[src/hdl/csf_pkg.sv]
package csf_pkg;

	// queue limit, clamped to what the 8-bit count can hold
	localparam int unsigned QUEUE_MAX   = 255;
	localparam int unsigned QUEUE_LIMIT = (QUEUE_MAX < 255) ? QUEUE_MAX : 255;

	// register byte addresses are 4 * index
	localparam int unsigned ADDR_W = 5;
	localparam int unsigned DATA_W = 32;

	typedef enum logic [2:0] {
		REG_DIFS    = 3'd0,
		REG_SEND    = 3'd1,
		REG_SIFS    = 3'd2,
		REG_ACK     = 3'd3,
		REG_WIN_MIN = 3'd4,
		REG_WIN_MAX = 3'd5
	} reg_idx_t;

	// reset values of the registers
	localparam logic [7:0]  DIFS_RST    = 8'd4;
	localparam logic [11:0] SEND_RST    = 12'd100;
	localparam logic [7:0]  SIFS_RST    = 8'd1;
	localparam logic [7:0]  ACK_RST     = 8'd2;
	localparam logic [3:0]  WIN_MIN_RST = 4'd2;
	localparam logic [3:0]  WIN_MAX_RST = 4'd10;

	// largest window exponent the 10-bit random word can serve
	localparam logic [3:0]  WIN_LOG2_CAP = 4'd10;

	// station modes, one-hot
	typedef enum logic [6:0] {
		MODE_WAIT    = 7'b0000001,
		MODE_DIFS    = 7'b0000010,
		MODE_NAV     = 7'b0000100,
		MODE_BACKOFF = 7'b0001000,
		MODE_SENDING = 7'b0010000,
		MODE_SIFS    = 7'b0100000,
		MODE_ACK     = 7'b1000000
	} mode_t;

	// external mode numbering
	localparam logic [2:0] CODE_WAIT    = 3'd0;
	localparam logic [2:0] CODE_DIFS    = 3'd1;
	localparam logic [2:0] CODE_NAV     = 3'd2;
	localparam logic [2:0] CODE_BACKOFF = 3'd3;
	localparam logic [2:0] CODE_SENDING = 3'd4;
	localparam logic [2:0] CODE_SIFS    = 3'd5;
	localparam logic [2:0] CODE_ACK     = 3'd6;

	localparam logic signed [1:0] CHG_NONE    = 2'sd0;
	localparam logic signed [1:0] CHG_OCCUPY  = 2'sd1;
	localparam logic signed [1:0] CHG_RELEASE = -2'sd1;

	typedef struct packed {
		logic [7:0]  difs_slots;
		logic [11:0] send_slots;
		logic [7:0]  sifs_slots;
		logic [7:0]  ack_slots;
		logic [3:0]  window_min_log2;
		logic [3:0]  window_max_log2;
	} cfg_t;

	typedef struct packed {
		logic signed [1:0] channel_change;
		logic [2:0]        station_mode;
		logic              delivered;
		logic              failed;
		logic [7:0]        queue_count;
		logic [15:0]       success_total;
		logic [15:0]       collision_total;
	} res_t;

	function automatic logic [2:0] mode_code(input mode_t m);
		logic [2:0] c;
		unique case (m)
			MODE_WAIT:    c = CODE_WAIT;
			MODE_DIFS:    c = CODE_DIFS;
			MODE_NAV:     c = CODE_NAV;
			MODE_BACKOFF: c = CODE_BACKOFF;
			MODE_SENDING: c = CODE_SENDING;
			MODE_SIFS:    c = CODE_SIFS;
			MODE_ACK:     c = CODE_ACK;
			default:      c = CODE_WAIT;
		endcase
		return c;
	endfunction

	// low-bit mask of the contention window, exponent clamped to ten
	function automatic logic [9:0] win_mask(input logic [3:0] lg);
		logic [3:0]  l;
		logic [10:0] m;
		l = (lg > WIN_LOG2_CAP) ? WIN_LOG2_CAP : lg;
		m = (11'd1 << l) - 11'd1;
		return m[9:0];
	endfunction

endpackage

[src/hdl/csf_regs.sv]
module csf_regs
	import csf_pkg::*;
(
	input  logic              clk,
	input  logic              arst_n,
	input  logic              psel,
	input  logic              penable,
	input  logic              pwrite,
	input  logic [ADDR_W-1:0] paddr,
	input  logic [DATA_W-1:0] pwdata,
	output logic [DATA_W-1:0] prdata,
	output logic              pready,
	output cfg_t              cfg
);

	cfg_t       cfg_q;
	logic       wr_en;
	logic [2:0] idx;

	assign pready = 1'b1;
	assign wr_en  = psel & penable & pwrite;
	assign idx    = paddr[ADDR_W-1:2];
	assign cfg    = cfg_q;

	// register writes
	always_ff @(posedge clk or negedge arst_n) begin
		if (!arst_n) begin
			cfg_q.difs_slots      <= DIFS_RST;
			cfg_q.send_slots      <= SEND_RST;
			cfg_q.sifs_slots      <= SIFS_RST;
			cfg_q.ack_slots       <= ACK_RST;
			cfg_q.window_min_log2 <= WIN_MIN_RST;
			cfg_q.window_max_log2 <= WIN_MAX_RST;
		end else if (wr_en) begin
			unique case (idx)
				REG_DIFS:    cfg_q.difs_slots      <= pwdata[7:0];
				REG_SEND:    cfg_q.send_slots      <= pwdata[11:0];
				REG_SIFS:    cfg_q.sifs_slots      <= pwdata[7:0];
				REG_ACK:     cfg_q.ack_slots       <= pwdata[7:0];
				REG_WIN_MIN: cfg_q.window_min_log2 <= pwdata[3:0];
				REG_WIN_MAX: cfg_q.window_max_log2 <= pwdata[3:0];
				default: ;
			endcase
		end
	end

	// read back
	always_comb begin
		prdata = '0;
		unique case (idx)
			REG_DIFS:    prdata = {24'd0, cfg_q.difs_slots};
			REG_SEND:    prdata = {20'd0, cfg_q.send_slots};
			REG_SIFS:    prdata = {24'd0, cfg_q.sifs_slots};
			REG_ACK:     prdata = {24'd0, cfg_q.ack_slots};
			REG_WIN_MIN: prdata = {28'd0, cfg_q.window_min_log2};
			REG_WIN_MAX: prdata = {28'd0, cfg_q.window_max_log2};
			default:     prdata = '0;
		endcase
	end

endmodule

[src/hdl/csf_core.sv]
module csf_core
	import csf_pkg::*;
(
	input  logic       clk,
	input  logic       arst_n,
	input  logic       accept,
	input  logic       packet_arrived,
	input  logic [1:0] channel_level,
	input  logic       ack_valid,
	input  logic [9:0] random_word,
	input  cfg_t       cfg,
	output res_t       res
);

	mode_t       mode_q, mode_n;
	logic [12:0] timer_q, timer_n, t_dec;
	logic [9:0]  backoff_q, backoff_n;
	logic [3:0]  win_q, win_n;
	logic [7:0]  pend_q, pend_n, pend_arr;
	logic        ack_ok_q, ack_ok_n;
	logic [15:0] succ_q, succ_n;
	logic [15:0] coll_q, coll_n;
	logic        busy;
	logic        deliv, fail;
	logic signed [1:0] change;
	logic [12:0] nav_len;

	assign busy    = (channel_level != 2'd0);
	assign nav_len = 13'({1'b0, cfg.send_slots} + {5'd0, cfg.sifs_slots}
		+ {5'd0, cfg.ack_slots});

	// arrival and timer decrement come before the mode step
	assign pend_arr = (packet_arrived && ({24'd0, pend_q} < 32'(QUEUE_LIMIT)))
		? pend_q + 8'd1 : pend_q;
	assign t_dec    = (timer_q != 13'd0) ? timer_q - 13'd1 : timer_q;

	// mode step
	always_comb begin
		mode_n    = mode_q;
		timer_n   = t_dec;
		backoff_n = backoff_q;
		win_n     = win_q;
		pend_n    = pend_arr;
		ack_ok_n  = ack_ok_q;
		succ_n    = succ_q;
		coll_n    = coll_q;
		deliv     = 1'b0;
		fail      = 1'b0;
		change    = CHG_NONE;
		unique case (mode_q)
			MODE_WAIT: begin
				if (pend_arr != 8'd0) begin
					if (busy) begin
						mode_n  = MODE_NAV;
						timer_n = nav_len;
					end else begin
						mode_n  = MODE_DIFS;
						timer_n = {5'd0, cfg.difs_slots};
					end
				end
			end
			MODE_DIFS: begin
				if (busy) begin
					mode_n  = MODE_NAV;
					timer_n = nav_len;
				end else if (t_dec == 13'd0) begin
					mode_n  = MODE_BACKOFF;
					timer_n = {3'd0, backoff_q};
				end
			end
			MODE_NAV: begin
				if (!busy || t_dec == 13'd0) begin
					mode_n  = MODE_DIFS;
					timer_n = {5'd0, cfg.difs_slots};
				end
			end
			MODE_BACKOFF: begin
				// remainder is kept for a resume after NAV
				backoff_n = t_dec[9:0];
				if (t_dec == 13'd0) begin
					mode_n  = MODE_SENDING;
					timer_n = {1'b0, cfg.send_slots};
					change  = CHG_OCCUPY;
				end else if (busy) begin
					mode_n  = MODE_NAV;
					timer_n = nav_len;
				end
			end
			MODE_SENDING: begin
				if (t_dec == 13'd0) begin
					mode_n  = MODE_SIFS;
					timer_n = {5'd0, cfg.sifs_slots};
				end
			end
			MODE_SIFS: begin
				if (t_dec == 13'd0) begin
					mode_n   = MODE_ACK;
					timer_n  = {5'd0, cfg.ack_slots};
					ack_ok_n = 1'b1;
					change   = CHG_RELEASE;
				end
			end
			MODE_ACK: begin
				ack_ok_n = ack_ok_q & ack_valid;
				if (t_dec == 13'd0) begin
					if (ack_ok_n) begin
						deliv = 1'b1;
						if (succ_q != 16'hFFFF)
							succ_n = succ_q + 16'd1;
						win_n = cfg.window_min_log2;
						if (pend_arr != 8'd0)
							pend_n = pend_arr - 8'd1;
					end else begin
						fail = 1'b1;
						if (coll_q != 16'hFFFF)
							coll_n = coll_q + 16'd1;
						if (win_q < cfg.window_max_log2)
							win_n = win_q + 4'd1;
					end
					backoff_n = random_word & win_mask(win_n);
					mode_n    = MODE_WAIT;
				end
			end
			default: mode_n = MODE_WAIT;
		endcase
	end

	// station state, updated once per accepted beat
	always_ff @(posedge clk or negedge arst_n) begin
		if (!arst_n) begin
			mode_q    <= MODE_WAIT;
			timer_q   <= '0;
			backoff_q <= '0;
			win_q     <= WIN_MIN_RST;
			pend_q    <= '0;
			ack_ok_q  <= 1'b0;
			succ_q    <= '0;
			coll_q    <= '0;
		end else if (accept) begin
			mode_q    <= mode_n;
			timer_q   <= timer_n;
			backoff_q <= backoff_n;
			win_q     <= win_n;
			pend_q    <= pend_n;
			ack_ok_q  <= ack_ok_n;
			succ_q    <= succ_n;
			coll_q    <= coll_n;
		end
	end

	assign res.channel_change  = change;
	assign res.station_mode    = mode_code(mode_n);
	assign res.delivered       = deliv;
	assign res.failed          = fail;
	assign res.queue_count     = pend_n;
	assign res.success_total   = succ_n;
	assign res.collision_total = coll_n;

endmodule

[src/hdl/csf_outbuf.sv]
module csf_outbuf
	import csf_pkg::*;
(
	input  logic clk,
	input  logic arst_n,
	input  logic load,
	input  res_t din,
	output logic full,
	output logic valid,
	input  logic stall,
	output res_t dout
);

	res_t out_q, skid_q;
	logic out_valid_q, skid_valid_q;
	logic take;

	assign take  = out_valid_q & ~stall;
	assign full  = skid_valid_q;
	assign valid = out_valid_q;
	assign dout  = out_q;

	// occupancy of output and skid stages
	always_ff @(posedge clk or negedge arst_n) begin
		if (!arst_n) begin
			out_valid_q  <= 1'b0;
			skid_valid_q <= 1'b0;
		end else if (skid_valid_q) begin
			if (take)
				skid_valid_q <= 1'b0;
		end else if (load) begin
			out_valid_q <= 1'b1;
			if (out_valid_q && !take)
				skid_valid_q <= 1'b1;
		end else if (take) begin
			out_valid_q <= 1'b0;
		end
	end

	// payload
	always_ff @(posedge clk) begin
		if (skid_valid_q) begin
			if (take)
				out_q <= skid_q;
		end else if (load) begin
			if (!out_valid_q || take)
				out_q <= din;
			else
				skid_q <= din;
		end
	end

endmodule

[src/hdl/csma_ca_sender_fsm.sv]
// Slot-tick CSMA/CA sender with binary exponential backoff. Each beat on the
// src channel is one slot (arrival flag, sensed channel level, ACK validity,
// random word) and yields exactly one beat on the res channel carrying the
// channel change, the mode after the slot, the delivered/failed pulses, the
// queue count and the two saturating totals. The station state is updated at
// the accepting edge and the result is registered there, so a new slot is
// taken every cycle while src_stall is low; a two-entry output stage
// (result register plus skid) lets src run on while res is stalled, and
// src_stall rises only when both entries are full. Timing registers are
// written over the APB port at byte address 4*index and apply from the next
// slot that uses them; write them only while the block is idle.
module csma_ca_sender_fsm
	import csf_pkg::*;
(
	input  logic              clk,
	input  logic              arst_n,
	input  logic              psel,
	input  logic              penable,
	input  logic              pwrite,
	input  logic [ADDR_W-1:0] paddr,
	input  logic [DATA_W-1:0] pwdata,
	output logic [DATA_W-1:0] prdata,
	output logic              pready,
	input  logic              src_valid,
	output logic              src_stall,
	input  logic              packet_arrived,
	input  logic [1:0]        channel_level,
	input  logic              ack_valid,
	input  logic [9:0]        random_word,
	output logic              res_valid,
	input  logic              res_stall,
	output logic signed [1:0] channel_change,
	output logic [2:0]        station_mode,
	output logic              delivered,
	output logic              failed,
	output logic [7:0]        queue_count,
	output logic [15:0]       success_total,
	output logic [15:0]       collision_total
);

	cfg_t cfg;
	res_t res_d, res_q;
	logic full;
	logic accept;

	assign src_stall = full;
	assign accept    = src_valid & ~full;

	csf_regs u_regs (
		.clk     (clk),
		.arst_n  (arst_n),
		.psel    (psel),
		.penable (penable),
		.pwrite  (pwrite),
		.paddr   (paddr),
		.pwdata  (pwdata),
		.prdata  (prdata),
		.pready  (pready),
		.cfg     (cfg)
	);

	csf_core u_core (
		.clk            (clk),
		.arst_n         (arst_n),
		.accept         (accept),
		.packet_arrived (packet_arrived),
		.channel_level  (channel_level),
		.ack_valid      (ack_valid),
		.random_word    (random_word),
		.cfg            (cfg),
		.res            (res_d)
	);

	csf_outbuf u_outbuf (
		.clk    (clk),
		.arst_n (arst_n),
		.load   (accept),
		.din    (res_d),
		.full   (full),
		.valid  (res_valid),
		.stall  (res_stall),
		.dout   (res_q)
	);

	assign channel_change  = res_q.channel_change;
	assign station_mode    = res_q.station_mode;
	assign delivered       = res_q.delivered;
	assign failed          = res_q.failed;
	assign queue_count     = res_q.queue_count;
	assign success_total   = res_q.success_total;
	assign collision_total = res_q.collision_total;

endmodule

[config.mk]
export PLATFORM = sky130hd
export DESIGN_NAME = csma_ca_sender_fsm
export DESIGN_NICKNAME = d
export VERILOG_FILES = /design/src/hdl/csf_pkg.sv /design/src/hdl/csf_regs.sv /design/src/hdl/csf_core.sv /design/src/hdl/csf_outbuf.sv /design/src/hdl/csma_ca_sender_fsm.sv
export SDC_FILE = /design/constraint.sdc
export NUM_CORES = 1
export LEC_CHECK = 0
export BUFFER_PORTS_ARGS = -buffer_cell sky130_fd_sc_hd__buf_2
export CAP_MARGIN = 15
export CORE_ASPECT_RATIO = 1.25
export CORE_MARGIN = 8
export CORE_UTILIZATION = 40
export DETAILED_ROUTE_END_ITERATION = 16
export GPL_ROUTABILITY_DRIVEN = 1
export PLACE_DENSITY = 0.62
export SLEW_MARGIN = 0
export SYNTH_ARGS = -nofsm -noshare
export SYNTH_HDL_FRONTEND = slang
export SYNTH_SLANG_ARGS = --single-unit
[constraint.sdc]
create_clock -name clk -period 5.6 [get_ports clk]
set_input_delay 0.28 -clock clk [delete_from_list [all_inputs] [get_ports clk]]
set_output_delay 0.28 -clock clk [all_outputs]
set_load 0.01 [all_outputs]
==> impl_metrics.yaml, run 1 <==
run_status:
  run_status: "finished, final reports clean"
die:
  die_h_um: 216
  ioPinCount: 140
  initial_core_util_pct: 40.4
  die_area_um2: 37900
  fp.dieW_um: 176
  rows: 73
  core_area_um2: 31600
flow_run:
  maxCapViolations: 0
synth:
  synth_area_leaders: "edfxtp_1, dfrtp_1, mux2_2, nand2_1, nor2_1"
  synthSimpleGateAreaFrac_pct: 15.7
  synth_top_family_by_area: "simple AND/OR/NAND/NOR gates"
  synth-edff-count: 94
  synth-seq-area-share_pct: 46.0
  syn_area_um2: 12800
  async_reset_ff_share_pct: 56.3
  yosysWarningCount: 0
  netlist.area_leader.share_pct: 22.1
  ys_seq_elements: 215
  synth_largest_area_cell: "edfxtp_1"
  synth-compound-area-share_pct: 15.3
  syn-instance-count: 1240
  synth_xor_area_share_pct: 4.25
  syn_avg_cell_area_um2: 10.3
  synthFlopType: "dfrtp_1"
  yosys.area_share.adder_pct: 3.28
  synth.distinct_cells: 83
  synthMuxAreaShare_pct: 11.7
setup_path:
  critPathArrivalTime_ns: 4.70
  critical_path_class: "reg -> reg"
  critPathRequiredTime_ns: 5.99
  critPathLaunchType: "flop"
  rr_worst_depth: 9
  r2r_slack_ns: 1.29
  end_kind: "flop"
  worst_r2r_startpoint: "u_core.timer_q[8]$_DFFE_PN0P_"
  r2r_end: "u_core.timer_q[9]$_DFFE_PN0P_"
  critPathMaxFanout: 13
power_and_ir_drop:
  powerDensity_nw_per_um2: 436
  leakage_nw: 5.91
  ir_drop_mv: 0.622
cells_and_area:
  finalInstanceArea_um2: 14400
  diodes: 0
  layout-drive-gt1-share_pct: 22.4
  final_cell_mix: "nand2_1, dfrtp_1, mux2_2, buf_2, edfxtp_1"
  syn_to_final_growth_pct: 12.8
  nets: 1401
  mostFrequentLayoutCell: "nand2_1"
sta:
  max_freq_ghz: 0.232
  min_period_over_period_pct: 77.0
  period_needed_ns: 4.31
  hold_viol_final: 0
  fin_setup_tns_ns: 0
  skew_ns: 0.0107
  setup_viol: 0
  worst_pin_slew_ns: 1.03
  slew_violations: 0
  rsz0062_at_grt: "no"
  slew_headroom_pct: 31.6
hold_path:
  whs_endpoint: "u_regs.cfg[32]$_DFFE_PN0P_"
  worstHoldPathCells: 2
  hp-start: "pwdata[8]"
  hp-class: "in -> reg"
clocking:
  cts_root_buf: "clkbuf_16"
  clock_sinks: 215
  htree_levels: 1
  post_cts_buffers: 0
  clkTransAtPathRegs_ns: 0.06
  ctsResizeCount: 0
  clockBufferDepth: 3
  cts_inserted_buffers: 23
  hold_buffers: 4
  cts_tree: "done"
  clock_latency_ns: 0.52
placed_design:
  dpl.hpwl_um: 23700
  dpl_cell_area_um2: 13600
  gp_congestion: 0.878
  portBuffers: 96
detailed_routing:
  num_vias: 9865
  dr.pass1.iters: 6
  vias_per_cell: 5.66
  drtAntennaViolNets: 0
  drc: 0
  drtIter0Drc: 603
  wl_per_cell_um: 18.9
  routed_wl_um: 33000
global_routing:
  antenna_found_initial: 0
  grt_max_degree: 71
  first_global_vias: 9821
  grt_usage_pct: 17.3
  overflow: 0
  grt_pass1_wl_um: 53900
## layout make-up
type | instances | area, um^2
Fill cell | 3030 | 17200
Multi-Input combinational cell | 939 | 6510
Sequential cell | 215 | 5870
Timing Repair Buffer | 116 | 643
Clock buffer | 31 | 616
Tap cell | 412 | 515
Clock inverter | 11 | 165
Inverter | 20 | 75.1
## worst max-delay path by stage
stage,start,to,cells past startpoint
4_1_cts,u_core.timer_q[0]$_DFFE_PN0P_,u_core.backoff_q[9]$_DFFE_PN0P_,11
5_1_grt,u_core.timer_q[8]$_DFFE_PN0P_,u_core.timer_q[9]$_DFFE_PN0P_,9
6_report,u_core.timer_q[8]$_DFFE_PN0P_,u_core.timer_q[9]$_DFFE_PN0P_,9
3_5_place_dp,u_core.pend_q[0]$_DFFE_PN0P_,u_outbuf.dout[42]$_DFFE_PP_,14
2_1_floorplan,u_outbuf.full$_DFF_PN0_,u_outbuf.dout[0]$_DFFE_PP_,6
3_3_place_gp,u_core.timer_q[0]$_DFFE_PN0P_,u_outbuf.dout[28]$_DFFE_PP_,12
## cell usage after synthesis, types with 4 or more instances
cell type	n
nand2_1	127
dfrtp_1	110
mux2_2	106
edfxtp_1	94
nor2_1	92
o21ai_0	65
a21oi_1	64
clkbuf_1	57
nand3_1	39
xnor2_1	37
nor3_1	26
xor2_1	23
and3_1	22
buf_4	21
ha_1	19
inv_1	19
a31oi_1	18
mux2i_1	16
o31ai_1	16
a21o_1	15
o211ai_1	15
nand4_1	13
o21a_1	13
or3_1	13
and2_1	12
dfstp_2	11
nand2b_1	11
nor2b_1	11
a211oi_1	10
fa_1	9
nor4_1	9
or4_1	9
o22ai_1	8
a222oi_1	7
mux4_2	6
or2_2	6
buf_2	5
o21bai_1	5
a221oi_1	4
a22oi_1	4
and4_1	4
nor3b_1	4
o32a_1	4
## critical path, stage by stage (launching register included)
cell and delay (ns):
dfrtp_1 0.49, nor4_1 0.71, nand3_1 0.34, a21boi_0 0.54, o211ai_1 0.28, or3_1 0.67
a311oi_2 0.58, nand2_1 0.09, a221oi_1 0.39, nor2_1 0.09
## registers in the layout, summed over array words and instances (netlist names)
| register | cells |
|---|---|
| u_core.ack_ok_q | 1 |
| u_core.mode_q | 7 |
| u_core.win_q | 4 |
| u_core.coll_q | 16 |
| u_core.timer_q | 13 |
| u_core.pend_q | 8 |
| u_core.backoff_q | 10 |
| u_outbuf.dout | 47 |
| u_outbuf.skid_q | 47 |
| u_core.succ_q | 16 |
| u_outbuf.valid | 1 |
| u_regs.cfg | 44 |
| u_outbuf.full | 1 |
## power by group
part	total (mW)	internal, mW	switching, mW
combinational	2.28	0.925	1.35
sequential	2.40	2.09	0.307
clock	1.59	0.959	0.635
## stage by stage
stage / hold slack, ns / util (%) / setup slack, ns / std cells / power (mW)
detailed placement: 0.499 / 42.9 / 1.39 / 1698 / 4.71
finish: 0.0208 / 45.5 / 1.29 / 1744 / 6.28
global route: 0.0324 / 45.5 / 0.819 / 1744 / 6.67
CTS: 0.0240 / 45.5 / 1.34 / 1744 / 6.32
floorplan: -0.0156 / - / 1.55 / 1259 / 3.98
global placement: 0.489 / 42.9 / 1.40 / 1698 / 4.65
## logic make-up (layout without fill, tap and decap cells)
logic type / after synthesis / in the layout
simple gates: 410 / 410
fa+ha+maj: 28 / 28
buf+inv: 105 / 178
mux: 128 / 128
flops: 215 / 215
compound gates: 291 / 291
xor+xnor: 61 / 61
other cells: 2 / 21
## per-layer routing
| layer | up-vias | track usage [%] | wire (um) |
|---|---|---|---|
| li1 | 4721 | - | - |
| met3 | 51 | 2.76 | 1890 |
| met5 | - | 0 | 0 |
| met1 | 4788 | 22.3 | 14300 |
| met4 | 0 | 4.90 | 850 |
| met2 | 305 | 29.4 | 16000 |
No activity file was read; power rests on OpenSTA's default activity.
==> run 2, diff against run 1 <==
--- a/config.mk
+++ b/config.mk
@@ -5,6 +5,7 @@
 export SDC_FILE = /design/constraint.sdc
 export NUM_CORES = 1
 export LEC_CHECK = 0
+export ABC_AREA = 1
 export BUFFER_PORTS_ARGS = -buffer_cell sky130_fd_sc_hd__buf_2
 export CAP_MARGIN = 15
 export CORE_ASPECT_RATIO = 1.25
==> constraint.sdc (replaced) <==
create_clock -name clk -period 4.3 [get_ports clk]
set_input_delay 0.215 -clock clk [delete_from_list [all_inputs] [get_ports clk]]
set_output_delay 0.215 -clock clk [all_outputs]
set_load 0.01 [all_outputs]
==> run 2 against run 1 <==
Design area is 5.2% higher. First-iteration DRC count grew 37%. Sequential share of layout area down 2.0 points. Clock power up 30%. Worst hold slack got worse by 0.0050 ns.
==> impl_metrics.yaml, run 2 <==
clocking:
  hold_buffers: 19
  clockBufferDepth: 3
  cts_inserted_buffers: 24
  clock_sinks: 215
  clkTransAtPathRegs_ns: 0.06
  cts_tree: "done"
  post_cts_buffers: 0
  clock_latency_ns: 0.54
  ctsResizeCount: 0
  cts_root_buf: "clkbuf_16"
  htree_levels: 1
detailed_routing:
  drtIter0Drc: 825
  vias_per_cell: 5.15
  dr.pass1.iters: 5
  drtAntennaViolNets: 0
  drc: 0
  num_vias: 11800
  routed_wl_um: 37400
  wl_per_cell_um: 16.3
synth:
  synth-edff-count: 94
  netlist.area_leader.share_pct: 21.3
  syn-instance-count: 1744
  synth_most_common_cell: "nand2_1"
  async_reset_ff_share_pct: 56.3
  synthFlopType: "dfrtp_1"
  synth_area_leaders: "edfxtp_1, dfrtp_1, nand2_1, o21ai_0, inv_1"
  yosysWarningCount: 0
  ys_seq_elements: 215
  syn_area_um2: 13300
  synth_largest_area_cell: "edfxtp_1"
  synth-seq-area-share_pct: 44.2
  ys_top_cells_by_count: "nand2_1, inv_1, o21ai_0"
  syn_avg_cell_area_um2: 7.60
  synth.distinct_cells: 57
sta:
  hold_viol_final: 0
  slew_headroom_pct: 24.3
  min_period_over_period_pct: 84.0
  worst_pin_slew_ns: 1.13
  skew_ns: 0.0130
  period_needed_ns: 3.61
  max_freq_ghz: 0.277
  setup_viol: 0
  rsz0062_at_grt: "no"
  fin_setup_tns_ns: 0
  slew_violations: 0
power_and_ir_drop:
  clkPwrFrac_pct: 23.6
  swShare_pct: 41.1
  total_power_mw: 8.72
  ir_drop_mv: 0.410
  powerDensity_nw_per_um2: 576
  internal_power_mw: 5.13
  p_sw_mw: 3.59
  leakage_nw: 7.06
  pwr-share-comb_pct: 39.6
  p_seq_share_pct: 36.8
setup_path:
  worstPathCellList: "clkinv_1, ha_1, nand2_1, inv_1, nand2_1, nand2_1, nand2_1, nand3_2, nor2_4, nand3_4, nor2_8, nand2_4, inv_2, nand3b_1, and2_1, nand2_1, nand2_1"
  crit_path_frequent_cell: "nand2_1"
  critPathLaunchType: "flop"
  crit_slowest_cell: "dfrtp_1"
  critical_path_class: "reg -> reg"
  end_kind: "flop"
  cp_slowest_stage_delay_ns: 0.38
  critPathMaxFanout: 27
  critPathRequiredTime_ns: 4.58
  critPathArrivalTime_ns: 3.89
flow_run:
  maxCapViolations: 0
die:
  rows: 74
  ioPinCount: 140
  core_area_um2: 32700
  die_area_um2: 39300
  die_h_um: 220
  fp.dieW_um: 179
  initial_core_util_pct: 40.6
cells_and_area:
  nets: 1938
  mostFrequentLayoutCell: "nand2_1"
  syn_to_final_growth_pct: 14.2
  nFillCells: 3222
  finalInstanceArea_um2: 15100
  diodes: 0
  final_util_pct: 46.3
  final_cell_mix: "nand2_1, inv_1, o21ai_0, nor2_1, dfrtp_1"
  layout-drive-gt1-share_pct: 11.7
global_routing:
  antenna_found_initial: 0
  grt_pass1_wl_um: 60500
  grt_max_degree: 86
  first_global_vias: 11600
  overflow: 0
  grt_usage_pct: 19.0
placed_design:
  portBuffers: 96
  dpl.hpwl_um: 27300
  gp_congestion: 0.971
  dpl_cell_area_um2: 14200
hold_path:
  hp-class: "in -> reg"
run_status:
  run_status: "finished, final reports clean"
[run 2: final cells by class]
| cell class | count | area [um^2] | area share (%) |
|---|---|---|---|
| inverters | 205 | 769 | 5.08 |
| flip-flops and latches | 215 | 5860 | 38.7 |
| clock buffers | 33 | 656 | 4.33 |
| well taps | 418 | 523 | 3.45 |
| multi-input cells | 1272 | 6370 | 42.0 |
| clock inverters | 11 | 121 | 0.802 |
| repair buffers | 134 | 841 | 5.55 |
[run 2: power by group through the flow]
| stage | Clock, mW | Sequential [mW] | Combinational, mW |
|---|---|---|---|
| global placement | 0 | 3.24 | 3.37 |
| finish | 2.06 | 3.21 | 3.45 |
| global route | 2.18 | 3.28 | 3.91 |
| CTS | 2.11 | 3.22 | 3.44 |
| detailed placement | 0 | 3.25 | 3.41 |
| floorplan | 0 | 3.29 | 2.26 |
[run 2: worst max-delay path: cells and delay by family, from the launching register on]
family	cells	cell delay [ns]
buffers and inverters	3	0.47
flip-flops	1	0.38
adder cells (fa/ha/maj)	1	0.37
AND/OR/NAND/NOR	13	2.10
[run 2: path summary, 6_finish.rpt]
path                                            startpoint                              end  slack, ns  depth (start not counted)
setup / recovery             u_core.timer_q[0]$_DFFE_PN0P_      u_outbuf.dout[32]$_DFFE_PP_       0.69                         17
hold / removal                                   pwdata[7]       u_regs.cfg[31]$_DFFE_PN0P_       0.02                          3
setup reg to reg             u_core.timer_q[0]$_DFFE_PN0P_      u_outbuf.dout[32]$_DFFE_PP_       0.69                         17
hold reg to reg            u_core.backoff_q[6]$_DFFE_PN0P_  u_core.backoff_q[6]$_DFFE_PN0P_       0.49                          2
max in group asynchronous                           arst_n     u_core.mode_q[0]$_DFFE_PN1P_       3.11                          3
min in group asynchronous                           arst_n       u_regs.cfg[23]$_DFFE_PN0P_       0.33                          2
[run 2: through the flow]
stage                     std cells  hold WS (ns)  setup slack, ns
final                          2288        0.0158            0.688
after global routing           2288        0.0555            0.300
after CTS                      2287       0.00160            0.697
after detailed placement       2224         0.369            0.712
after global placement         2224         0.366            0.745
after floorplan                1763       -0.0806            0.410
[run 2: kinds of logic after synthesis]
| logic type | share of synthesized area [%] |
|---|---|
| DFF | 44.2 |
| and+or+nand+nor | 28.4 |
| buffers and inverters | 8.49 |
| xor gates and xnor gates | 3.43 |
| adders and majority gates | 3.15 |
| AOI/OAI and AO/OA | 12.3 |
| other | 0.0566 |
[run 2: per-layer routing]
metal | vias to the layer above | routed length [um] | track usage, %
met1 | 5498 | 16200 | 23.4
li1 | 5870 | - | -
met4 | 0 | 1330 | 7.54
met3 | 75 | 1880 | 2.26
met5 | - | 0 | 0
met2 | 342 | 18000 | 33.3
==> run 3, diff against run 2 <==
==> constraint.sdc (replaced) <==
create_clock -name clk -period 3.7 [get_ports clk]
set_input_delay 0.185 -clock clk [delete_from_list [all_inputs] [get_ports clk]]
set_output_delay 0.185 -clock clk [all_outputs]
set_load 0.01 [all_outputs]
==> run 3 against run 2 <==
First-iteration DRC count up 8.1%. Global-route usage increased by 0.37 points. Sequential power increased by 17%.
==> impl_metrics.yaml, run 3 (synthesized netlist as in run 2, its figures left out) <==
cells_and_area:
  final_cell_mix: "nand2_1, inv_1, o21ai_0, nor2_1, dfrtp_1"
  layout-drive-gt1-share_pct: 12.5
  nFillCells: 3287
  mostFrequentLayoutCell: "nand2_1"
  diodes: 0
  nets: 1955
  fin_cells: 2305
  syn_to_final_growth_pct: 15.6
sta:
  rsz0062_at_grt: "no"
  setup_viol: 0
  period_needed_ns: 3.38
  fin_setup_tns_ns: 0
  worst_pin_slew_ns: 0.880
  skew_ns: 0.00713
  slew_violations: 0
  hold_viol_final: 0
  min_period_over_period_pct: 91.3
  slew_headroom_pct: 41.3
  max_freq_ghz: 0.296
die:
  ioPinCount: 140
  rows: 74
  die_area_um2: 39300
  die_h_um: 220
  initial_core_util_pct: 40.6
  fp.dieW_um: 179
  core_area_um2: 32700
global_routing:
  overflow: 0
  grt_pass1_wl_um: 61700
  grt_usage_pct: 19.4
  antenna_found_initial: 0
  first_global_vias: 11800
  grt_max_degree: 86
detailed_routing:
  routed_wl_um: 37900
  drtIter0Drc: 892
  drc: 0
  dr.pass1.iters: 5
  num_vias: 11800
  wl_per_cell_um: 16.4
  drtAntennaViolNets: 0
  wl_met2_um: 18400
  drt-met1-wl_um: 16300
  dr.max_layer_used: "met4"
  wl_met3_um: 1800
  vias_per_cell: 5.13
placed_design:
  gp_congestion: 0.957
  portBuffers: 96
  dpl.hpwl_um: 28100
  dpl.cell_count: 2238
setup_path:
  r2r_slack_ns: 0.32
  critPathRequiredTime_ns: 4.08
  critPathMaxFanout: 14
  crit_slowest_cell: "dfrtp_1"
  end_kind: "flop"
  worstPathCellList: "clkinv_1, ha_1, nand2_2, nor2_2, nand2_2, nand2_1, nand2_1, nand3_1, nor2_2, nand3_2, buf_4, nand2_1, nand2_1, o21ai_0, a21oi_1, a31oi_1"
  critPathLaunchType: "flop"
  cp_slowest_stage_delay_ns: 0.38
  crit_path_frequent_cell: "nand2_1"
  critPathArrivalTime_ns: 3.76
  critical_path_class: "reg -> reg"
power_and_ir_drop:
  leakage_nw: 7.16
  powerDensity_nw_per_um2: 675
  ir_drop_mv: 0.494
flow_run:
  maxCapViolations: 0
clocking:
  clock_sinks: 215
  clockBufferDepth: 3
  clock_latency_ns: 0.53
  cts_tree: "done"
  cts_root_buf: "clkbuf_16"
  htree_levels: 1
  post_cts_buffers: 0
  clkTransAtPathRegs_ns: 0.06
  cts_inserted_buffers: 24
run_status:
  run_status: "finished, final reports clean"
hold_path:
  hp-class: "in -> reg"
## run 3: report_power, final
group | total [mW] | switching, mW | internal, mW
Combinational | 4.04 | 2.74 | 1.30
Sequential | 3.75 | 0.441 | 3.31
Clock | 2.56 | 1.01 | 1.55
## run 3: what timing repair did
action	4_1_cts	5_1_grt
hold buffers	23	0
endpoints found under the setup margin	0	3
endpoints found under the hold margin	85	0
gates resized for setup	0	2
## run 3: final timing paths
kind / start / endpoint / cells past startpoint
max in group asynchronous: arst_n / u_core.mode_q[0]$_DFFE_PN1P_ / 3
max reg2reg: u_core.timer_q[0]$_DFFE_PN0P_ / u_outbuf.dout[42]$_DFFE_PP_ / 16
max: u_core.timer_q[0]$_DFFE_PN0P_ / u_outbuf.dout[42]$_DFFE_PP_ / 16
min in group asynchronous: arst_n / u_regs.cfg[23]$_DFFE_PN0P_ / 2
min reg2reg: u_core.backoff_q[2]$_DFFE_PN0P_ / u_core.backoff_q[2]$_DFFE_PN0P_ / 2
min: random_word[1] / u_core.backoff_q[1]$_DFFE_PN0P_ / 3
## run 3: final cells by class
type                    instances  area (um^2)  area share, %
flip-flops and latches        215         5860           38.3
clock buffers                  28          616           4.02
inverters                     205          771           5.03
repair buffers                151          966           6.30
clock inverters                16          220           1.44
multi-input cells            1272         6370           41.5
well taps                     418          523           3.41
## run 3: worst max-delay path: cells and delay by family, from the launching register on
family,cells,cell delay [ns]
AO/OA/AOI/OAI,3,0.37
AND/OR/NAND/NOR,10,1.68
adder cells (fa/ha/maj),1,0.29
flip-flops,1,0.38
buffers and inverters,2,0.48
## run 3: routing by layer
metal  GRT usage [%]  vias to the layer above
met4            8.28                        0
met1            24.1                     5519
li1                -                     5909
met3            2.45                       76
met2            33.2                      318
met5               0                        -
## run 3: through the flow
stage / setup WS, ns / hold slack (ns) / power, mW / area [um^2] / util, %
6_report: 0.321 / 0.0197 / 10.3 / 15300 / 46.9
5_1_grt: 0.0211 / 0.0536 / 11.1 / 15300 / 46.9
4_1_cts: 0.346 / 0.000556 / 10.4 / 15300 / 46.9
3_5_place_dp: 0.357 / 0.299 / 7.81 / 14300 / 43.6
3_3_place_gp: 0.424 / 0.292 / 7.74 / 14300 / 43.6
2_1_floorplan: 0.423 / -0.111 / 6.44 / 13300 / -
